[src/hdl/sld_pkg.sv]
// Package for the sync/length deframer: event codes, register indexes,
// and the structs passed between the tracker, result register and top level.
// No dependencies.
package sld_pkg;

   localparam int unsigned BYTE_W = 8;
   localparam int unsigned POS_W  = 16;
   localparam int unsigned EV_W   = 3;
   localparam int unsigned CSR_IDX_W  = 2;
   localparam int unsigned CSR_DATA_W = 16;

   // event codes carried with every byte
   localparam logic [EV_W-1:0] EV_DROP     = 3'd0;
   localparam logic [EV_W-1:0] EV_START    = 3'd1;
   localparam logic [EV_W-1:0] EV_ACCEPT   = 3'd2;
   localparam logic [EV_W-1:0] EV_DONE     = 3'd3;
   localparam logic [EV_W-1:0] EV_SYNCFAIL = 3'd4;
   localparam logic [EV_W-1:0] EV_LENREJ   = 3'd5;

   // configuration register indexes
   localparam logic [CSR_IDX_W-1:0] REG_SYNC_FIRST  = 2'd0;
   localparam logic [CSR_IDX_W-1:0] REG_SYNC_SECOND = 2'd1;
   localparam logic [CSR_IDX_W-1:0] REG_MIN_LEN     = 2'd2;
   localparam logic [CSR_IDX_W-1:0] REG_MAX_LEN     = 2'd3;

   // header positions (position count after the byte is taken)
   localparam logic [POS_W-1:0] POS_LEN_LOW  = 16'd5;
   localparam logic [POS_W-1:0] POS_LEN_HIGH = 16'd6;
   localparam logic [POS_W-1:0] POS_MAX      = 16'hFFFF;

   localparam logic [BYTE_W-1:0] RST_SYNC_FIRST  = 8'd0;
   localparam logic [BYTE_W-1:0] RST_SYNC_SECOND = 8'd0;
   localparam logic [POS_W-1:0]  RST_MIN_LEN     = 16'd6;
   localparam logic [POS_W-1:0]  RST_MAX_LEN     = 16'd256;

   typedef struct packed {
      logic [BYTE_W-1:0] sync_first;
      logic [BYTE_W-1:0] sync_second;
      logic [POS_W-1:0]  min_frame_len;
      logic [POS_W-1:0]  max_frame_len;
   } cfg_type;

   typedef struct packed {
      logic [BYTE_W-1:0] out_byte;
      logic [POS_W-1:0]  byte_position;
      logic [EV_W-1:0]   event_res;
      logic [POS_W-1:0]  declared_length;
   } rsp_type;

endpackage

[src/hdl/sld_track.sv]
// Frame tracker: position counter, captured length and the per-byte
// event decision. Depends on sld_pkg.
module sld_track
   import sld_pkg::*;
(
   input  logic              clock,
   input  logic              reset,
   input  logic              step,
   input  logic [BYTE_W-1:0] rx_byte,
   input  cfg_type           cfg,
   output rsp_type           rsp
);

   logic [POS_W-1:0]  count_ff, count_in;
   logic [POS_W-1:0]  expected_ff, expected_in;
   logic [BYTE_W-1:0] len_low_ff, len_low_in;

   logic [POS_W-1:0] count_inc;
   logic [POS_W-1:0] len_word;
   logic [POS_W-1:0] expected_eff;
   logic             len_bad;

   assign count_inc    = count_ff + 16'd1;
   assign len_word     = {rx_byte, len_low_ff};
   assign len_bad      = (len_word < cfg.min_frame_len) || (len_word > cfg.max_frame_len);
   assign expected_eff = (count_inc == POS_LEN_HIGH) ? len_word : expected_ff;

   always_comb begin
      count_in    = count_ff;
      expected_in = expected_ff;
      len_low_in  = len_low_ff;
      rsp.out_byte        = rx_byte;
      rsp.byte_position   = '0;
      rsp.event_res       = EV_DROP;
      rsp.declared_length = '0;
      if (count_ff == '0) begin
         if (rx_byte == cfg.sync_first) begin
            count_in      = 16'd1;
            expected_in   = '0;
            rsp.event_res = EV_START;
         end
      end else if (count_ff == 16'd1) begin
         if (rx_byte == cfg.sync_second) begin
            count_in          = 16'd2;
            rsp.byte_position = 16'd1;
            rsp.event_res     = EV_ACCEPT;
         end else if (rx_byte == cfg.sync_first) begin
            // repeated first sync byte: restart the frame
            count_in      = 16'd1;
            expected_in   = '0;
            rsp.event_res = EV_START;
         end else begin
            count_in          = '0;
            expected_in       = '0;
            rsp.byte_position = 16'd1;
            rsp.event_res     = EV_SYNCFAIL;
         end
      end else if (count_ff == POS_MAX) begin
         // counter overflow: drop and hunt again
         count_in    = '0;
         expected_in = '0;
      end else begin
         rsp.byte_position = count_ff;
         count_in          = count_inc;
         rsp.event_res     = EV_ACCEPT;
         if (count_inc == POS_LEN_LOW) begin
            len_low_in = rx_byte;
         end
         if (count_inc == POS_LEN_HIGH && len_bad) begin
            rsp.event_res       = EV_LENREJ;
            rsp.declared_length = len_word;
            count_in            = '0;
            expected_in         = '0;
         end else begin
            expected_in         = expected_eff;
            rsp.declared_length = expected_eff;
            if (expected_eff != '0 && count_inc >= expected_eff) begin
               rsp.event_res = EV_DONE;
               count_in      = '0;
               expected_in   = '0;
            end
         end
      end
   end

   always_ff @(posedge clock) begin
      if (reset) begin
         count_ff    <= '0;
         expected_ff <= '0;
         len_low_ff  <= '0;
      end else if (step) begin
         count_ff    <= count_in;
         expected_ff <= expected_in;
         len_low_ff  <= len_low_in;
      end
   end

   // the length is only known once the header has been counted
   a_len_after_header: assert property (@(posedge clock) disable iff (reset)
      (count_ff < POS_LEN_HIGH) |-> (expected_ff == '0))
      else $error("captured length present inside the header");

   a_start_sets_one: assert property (@(posedge clock) disable iff (reset)
      (step && rsp.event_res == EV_START) |=> (count_ff == 16'd1))
      else $error("frame start did not set position one");

   a_end_hunts: assert property (@(posedge clock) disable iff (reset)
      (step && (rsp.event_res == EV_DONE || rsp.event_res == EV_LENREJ ||
                rsp.event_res == EV_SYNCFAIL)) |=> (count_ff == '0))
      else $error("frame end did not return to hunting");

   a_hold_idle: assert property (@(posedge clock) disable iff (reset)
      !step |=> $stable(count_ff) && $stable(expected_ff))
      else $error("tracker state moved without a transaction");

endmodule

[src/hdl/sld_out_reg.sv]
// Result register between the tracker and the response channel.
// Depends on sld_pkg.
module sld_out_reg
   import sld_pkg::*;
(
   input  logic    clock,
   input  logic    reset,
   input  logic    load,
   input  rsp_type rsp_in,
   input  logic    rsp_ready,
   output logic    rsp_valid,
   output logic    free,
   output rsp_type rsp_out
);

   logic    valid_ff, valid_in;
   rsp_type data_ff;

   assign free      = !valid_ff || rsp_ready;
   assign valid_in  = load || (valid_ff && !rsp_ready);
   assign rsp_valid = valid_ff;
   assign rsp_out   = data_ff;

   always_ff @(posedge clock) begin
      if (reset) begin
         valid_ff <= 1'b0;
      end else begin
         valid_ff <= valid_in;
      end
   end

   always_ff @(posedge clock) begin
      if (load) begin
         data_ff <= rsp_in;
      end
   end

endmodule

[src/hdl/sync_length_deframer.sv]
// Top level of the sync/length deframer: configuration registers, tracker
// and result register. Depends on sld_pkg, sld_track and sld_out_reg.
//
//   channel  direction  handshake          payload
//   req      in         req_valid/ready    req_rx_byte
//   rsp      out        rsp_valid/ready    out_byte, byte_position, event_res,
//                                          declared_length
//   csr      in         csr_write_en       csr_index, csr_write_data
//
// One byte per cycle while rsp keeps up; each transaction yields one result
// in the next cycle, from the single result register after the tracker logic.
// req_ready is high whenever the result register is empty or being drained,
// so a stalled rsp side holds one result and then stalls req.
// Synchronous reset returns to hunting and loads the register defaults.
module sync_length_deframer
   import sld_pkg::*;
(
   input  logic                  clock,
   input  logic                  reset,
   input  logic                  req_valid,
   output logic                  req_ready,
   input  logic [BYTE_W-1:0]     req_rx_byte,
   output logic                  rsp_valid,
   input  logic                  rsp_ready,
   output logic [BYTE_W-1:0]     rsp_out_byte,
   output logic [POS_W-1:0]      rsp_byte_position,
   output logic [EV_W-1:0]       rsp_event_res,
   output logic [POS_W-1:0]      rsp_declared_length,
   input  logic                  csr_write_en,
   input  logic [CSR_IDX_W-1:0]  csr_index,
   input  logic [CSR_DATA_W-1:0] csr_write_data
);

   cfg_type cfg_ff, cfg_in;
   rsp_type track_rsp, out_rsp;
   logic    step;

   assign step = req_valid && req_ready;

   always_comb begin
      cfg_in = cfg_ff;
      if (csr_write_en) begin
         unique case (csr_index)
            REG_SYNC_FIRST:  cfg_in.sync_first    = csr_write_data[BYTE_W-1:0];
            REG_SYNC_SECOND: cfg_in.sync_second   = csr_write_data[BYTE_W-1:0];
            REG_MIN_LEN:     cfg_in.min_frame_len = csr_write_data[POS_W-1:0];
            REG_MAX_LEN:     cfg_in.max_frame_len = csr_write_data[POS_W-1:0];
            default:         cfg_in = cfg_ff;
         endcase
      end
   end

   always_ff @(posedge clock) begin
      if (reset) begin
         cfg_ff.sync_first    <= RST_SYNC_FIRST;
         cfg_ff.sync_second   <= RST_SYNC_SECOND;
         cfg_ff.min_frame_len <= RST_MIN_LEN;
         cfg_ff.max_frame_len <= RST_MAX_LEN;
      end else begin
         cfg_ff <= cfg_in;
      end
   end

   sld_track u_track (
      .clock   (clock),
      .reset   (reset),
      .step    (step),
      .rx_byte (req_rx_byte),
      .cfg     (cfg_ff),
      .rsp     (track_rsp)
   );

   sld_out_reg u_out (
      .clock     (clock),
      .reset     (reset),
      .load      (step),
      .rsp_in    (track_rsp),
      .rsp_ready (rsp_ready),
      .rsp_valid (rsp_valid),
      .free      (req_ready),
      .rsp_out   (out_rsp)
   );

   assign rsp_out_byte        = out_rsp.out_byte;
   assign rsp_byte_position   = out_rsp.byte_position;
   assign rsp_event_res       = out_rsp.event_res;
   assign rsp_declared_length = out_rsp.declared_length;

endmodule

[config.mk]
export PLATFORM = sky130hd
export DESIGN_NAME = sync_length_deframer
export DESIGN_NICKNAME = d
export VERILOG_FILES = /design/src/hdl/sld_pkg.sv /design/src/hdl/sld_track.sv /design/src/hdl/sld_out_reg.sv /design/src/hdl/sync_length_deframer.sv
export SDC_FILE = /design/constraint.sdc
export NUM_CORES = 1
export LEC_CHECK = 0
export ABC_CLOCK_PERIOD_IN_PS = 8350
export BUFFER_PORTS_ARGS = -buffer_cell sky130_fd_sc_hd__buf_2
export CORE_MARGIN = 3
export CORE_UTILIZATION = 60
export CTS_BUF_LIST = sky130_fd_sc_hd__clkbuf_4 sky130_fd_sc_hd__clkbuf_8 sky130_fd_sc_hd__clkbuf_16
export DETAILED_ROUTE_END_ITERATION = 12
export PLACE_DENSITY = 0.78
export SETUP_SLACK_MARGIN = 0.05
export SYNTH_ARGS = -nofsm -noshare
export SYNTH_HDL_FRONTEND = slang
export SYNTH_SLANG_ARGS = --single-unit
export TNS_END_PERCENT = 30
[constraint.sdc]
create_clock -name clock -period 8.35 [get_ports clock]
set_input_delay 0.835 -clock clock [delete_from_list [all_inputs] [get_ports clock]]
set_output_delay 0.835 -clock clock [all_outputs]
set_load 0.02 [all_outputs]
==> run_results.csv <==
group,metric,value,unit
yosys,synth.most_common_cell,"nand2_1",
worst_setup_path,reg2reg_depth,16,
yosys,ys.flop_type,"dfxtp_1",
cts,post_cts_resized,0,
layout,synthToLayoutAreaGrowth,14.9,%
worst_setup_path,crit_path_start_kind,"flop",
yosys,synth_top_area_share,26.0,%
yosys,syn-num-nets,816,
sta,max_freq,186,MHz
layout,antenna_cells,0,
worst_setup_path,critPathCaptureType,"flop",
layout,drive_gt1_share,14.7,%
yosys,synth.distinct_cells,58,
routing,drtPass1Iterations,5,
layout,instances_no_fill,949,
yosys,synth_area_leader_cell,"dfxtp_1",
sta,tightest_slew,1.27,ns
sta,fin_tns_setup,0,ns
floorplan,dieArea,0.0127,mm2
yosys,yosysSeqAreaShare,44.9,%
floorplan,initial_core_util,62.3,%
yosys,yosysWarnings,0,
sta,setup_viol,0,
floorplan,rows,38,
floorplan,die_x,113,um
placed_design,gp_congestion,0.962,
floorplan,core_area,0.0110,mm2
routing,drtIter0Drc,389,
cts,root_buffer,"clkbuf_16",
yosys,yosys-top-cells-area,"dfxtp_1 (26%), edfxtp_1 (19%), ha_1 (9.3%)",
placed_design,port-buffer-count,75,
worst_setup_path,worstSetupStartpoint,"u_track.count_ff[0]",
cts,cts.hold.buffers_added,0,
cts,post-cts-setup-buffer-count,0,
placed_design,dp.cells,917,
cts,cts_tree,"yes",
run_status,status,"finished, final reports clean",
sta,relSlewSlack,15.1,%
sta,clock_skew,0.0122,ns
cts,clk_pin_slew,0.06,ns
yosys,syn_avg_cell_area,9.32,um2
sta,slew_violations,0,
worst_hold_path,hold_depth,2,
worst_setup_path,critPathKind,"flop to flop",
cts,ctsHtreeMaxLevel,4,
floorplan,fp.dieH,113,um
layout,fill_cells,830,
yosys,synth_common_cells,"nand2_1 (105), dfxtp_1 (89), nor2_1 (68), ha_1 (51), a21oi_1 (49)",
sta,hold_viol,0,
layout,nets,878,
run,cap_violations,0,
sta,finalCritPeriodShare,64.3,%
yosys,synth-seq-cells,132,
global_routing,grt_pass1_vias,5686,
routing,drcViolationCount,0,
yosys,synth-edff-count,43,
worst_setup_path,critPathMaxFanout,22,
global_routing,grt_max_degree,73,
global_routing,grt_usage,27.9,%
yosys,syn_area,0.00684,mm2
floorplan,pin_count,76,
cts,numCtsBuffers,17,
routing,vias_per_cell,6.03,
global_routing,grt-ovfl-total,0,
sta,min_period,5.37,ns
cts,insertion_delay,0.42,ns
worst_setup_path,rrSetupSlack,2.98,ns
routing,wl,17400,um
routing,final_antenna_net_count,0,
placed_design,dp_hpwl,12600,um
power,peakVddDrop,122,uV
yosys,syn_inst,734,
routing,vias,5718,
routing,avgRoutedWirePerCell,18.3,um
power,p_per_area,214,mW/mm2
worst_setup_path,required,8.68,ns
worst_hold_path,holdPathEnd,"cfg_ff[14]",
cts,clockBufferDepth,2,
global_routing,antenna_found_initial,0,
worst_hold_path,min_path_type,"flop to flop",
worst_setup_path,timing.rr.end,"u_track.expected_ff[1]",
sta,grt_setup_unrepaired,"false",
yosys,ys_async_sr_fraction,0,%
worst_setup_path,crit_arrival,5.70,ns
worst_setup_path,timing.rr.start,"u_track.count_ff[0]",
global_routing,grt_pass1_wl,28300,um
worst_hold_path,min_from,"cfg_ff[14]",
power,leakage,0.00321,uW
cts,cts.sinks,132,
[per-stage QoR]
| stage | utilization, % | area [um2] | hold slack (ns) | total power [uW] | worst slack [ns] |
|---|---|---|---|---|---|
| 6_report | 71.6 | 7860 | 0.456 | 1680 | 2.98 |
| 5_1_grt | 71.6 | 7860 | 0.478 | 1740 | 2.52 |
| 4_1_cts | 71.6 | 7860 | 0.456 | 1680 | 3.06 |
| 3_5_place_dp | 66.0 | 7250 | 0.448 | 933 | 3.08 |
| 3_3_place_gp | 66.0 | 7250 | 0.443 | 927 | 3.41 |
| 2_1_floorplan | - | 6840 | 0.432 | 864 | 3.83 |
[cell usage in the layout (no fill, tap or decap), types with 3 or more instances in the layout]
| cell type | n |
|---|---|
| nand2_1 | 105 |
| dfxtp_1 | 89 |
| buf_2 | 75 |
| nor2_1 | 68 |
| ha_1 | 51 |
| a21oi_1 | 49 |
| edfxtp_1 | 43 |
| mux2i_1 | 42 |
| inv_1 | 41 |
| o21ai_0 | 29 |
| xnor2_1 | 23 |
| clkbuf_16 | 19 |
| nand4_1 | 18 |
| nor4_1 | 16 |
| nand3_1 | 14 |
| and2_1 | 12 |
| xor2_1 | 10 |
| and3_1 | 8 |
| nor3_1 | 7 |
| a22o_1 | 6 |
| a21o_1 | 5 |
| nand3b_1 | 4 |
| nand2b_1 | 4 |
| o211ai_1 | 4 |
| nor2b_1 | 4 |
| a211oi_1 | 4 |
| a211o_1 | 3 |
| and4_1 | 3 |
| a2111oi_0 | 3 |
| clkbuf_8 | 3 |
| buf_4 | 3 |
[logic make-up after synthesis]
logic type	share of synthesized area [%]
adders and majority gates	9.33
buffers and inverters	4.65
muxes	6.36
AOI/OAI and AO/OA	11.4
and+or+nand+nor	18.9
DFF	44.9
xor gates and xnor gates	4.46
[worst max-delay path by stage]
stage	endpoint	slack, ns
after detailed placement	u_track.expected_ff[8]	3.08
after floorplan	u_track.count_ff[0]	3.83
after global placement	u_track.expected_ff[4]	3.41
after global routing	u_track.expected_ff[8]	2.52
final	u_track.expected_ff[1]	2.98
after CTS	u_track.expected_ff[8]	3.06
[critical path, cell delays in order, from the launching register on]
cell       delay, ns
dfxtp_1         0.54
ha_1            0.36
nand3_1         0.21
nor2_1          0.39
a31oi_1         0.18
nor2b_1         0.20
and4_4          0.50
mux2i_1         0.33
ha_1            0.29
a21o_1          0.19
a2111oi_0       0.39
o21ai_0         0.16
a21oi_1         0.20
nor2_1          0.10
mux2i_1         0.49
nand2b_1        0.45
o21ai_0         0.30
[state kept, by name, indices dropped and copies added (netlist names)]
| signal | flops |
|---|---|
| cfg_ff | 48 |
| u_out.rsp_out | 43 |
| u_track.count_ff | 16 |
| u_track.expected_ff | 16 |
| u_track.len_low_ff | 8 |
| u_out.rsp_valid | 1 |
[layout make-up]
type | instances | area [um2] | share of cell area, %
multi-input combinational | 526 | 3450 | 43.9
clock buffer | 23 | 524 | 6.67
sequential | 132 | 3070 | 39.1
timing repair buffer | 78 | 398 | 5.06
tap | 140 | 175 | 2.23
inverter | 41 | 154 | 1.96
clock inverter | 9 | 86.3 | 1.10
[power breakdown]
part           switching, uW  internal [uW]
clock                    285            474
sequential              15.7            688
combinational            152           68.4
total                    453           1230
[per-layer routing]
layer,wire (um),vias to the layer above,global-route usage (%),part of all wire [%]
met5,0,-,0,0
met4,663,0,13.9,3.8
met3,1360,55,6.36,7.8
met2,8420,242,46.4,48
met1,6950,2698,34.1,40
li1,-,2723,-,-
No activity file was read; power rests on OpenSTA's default activity.
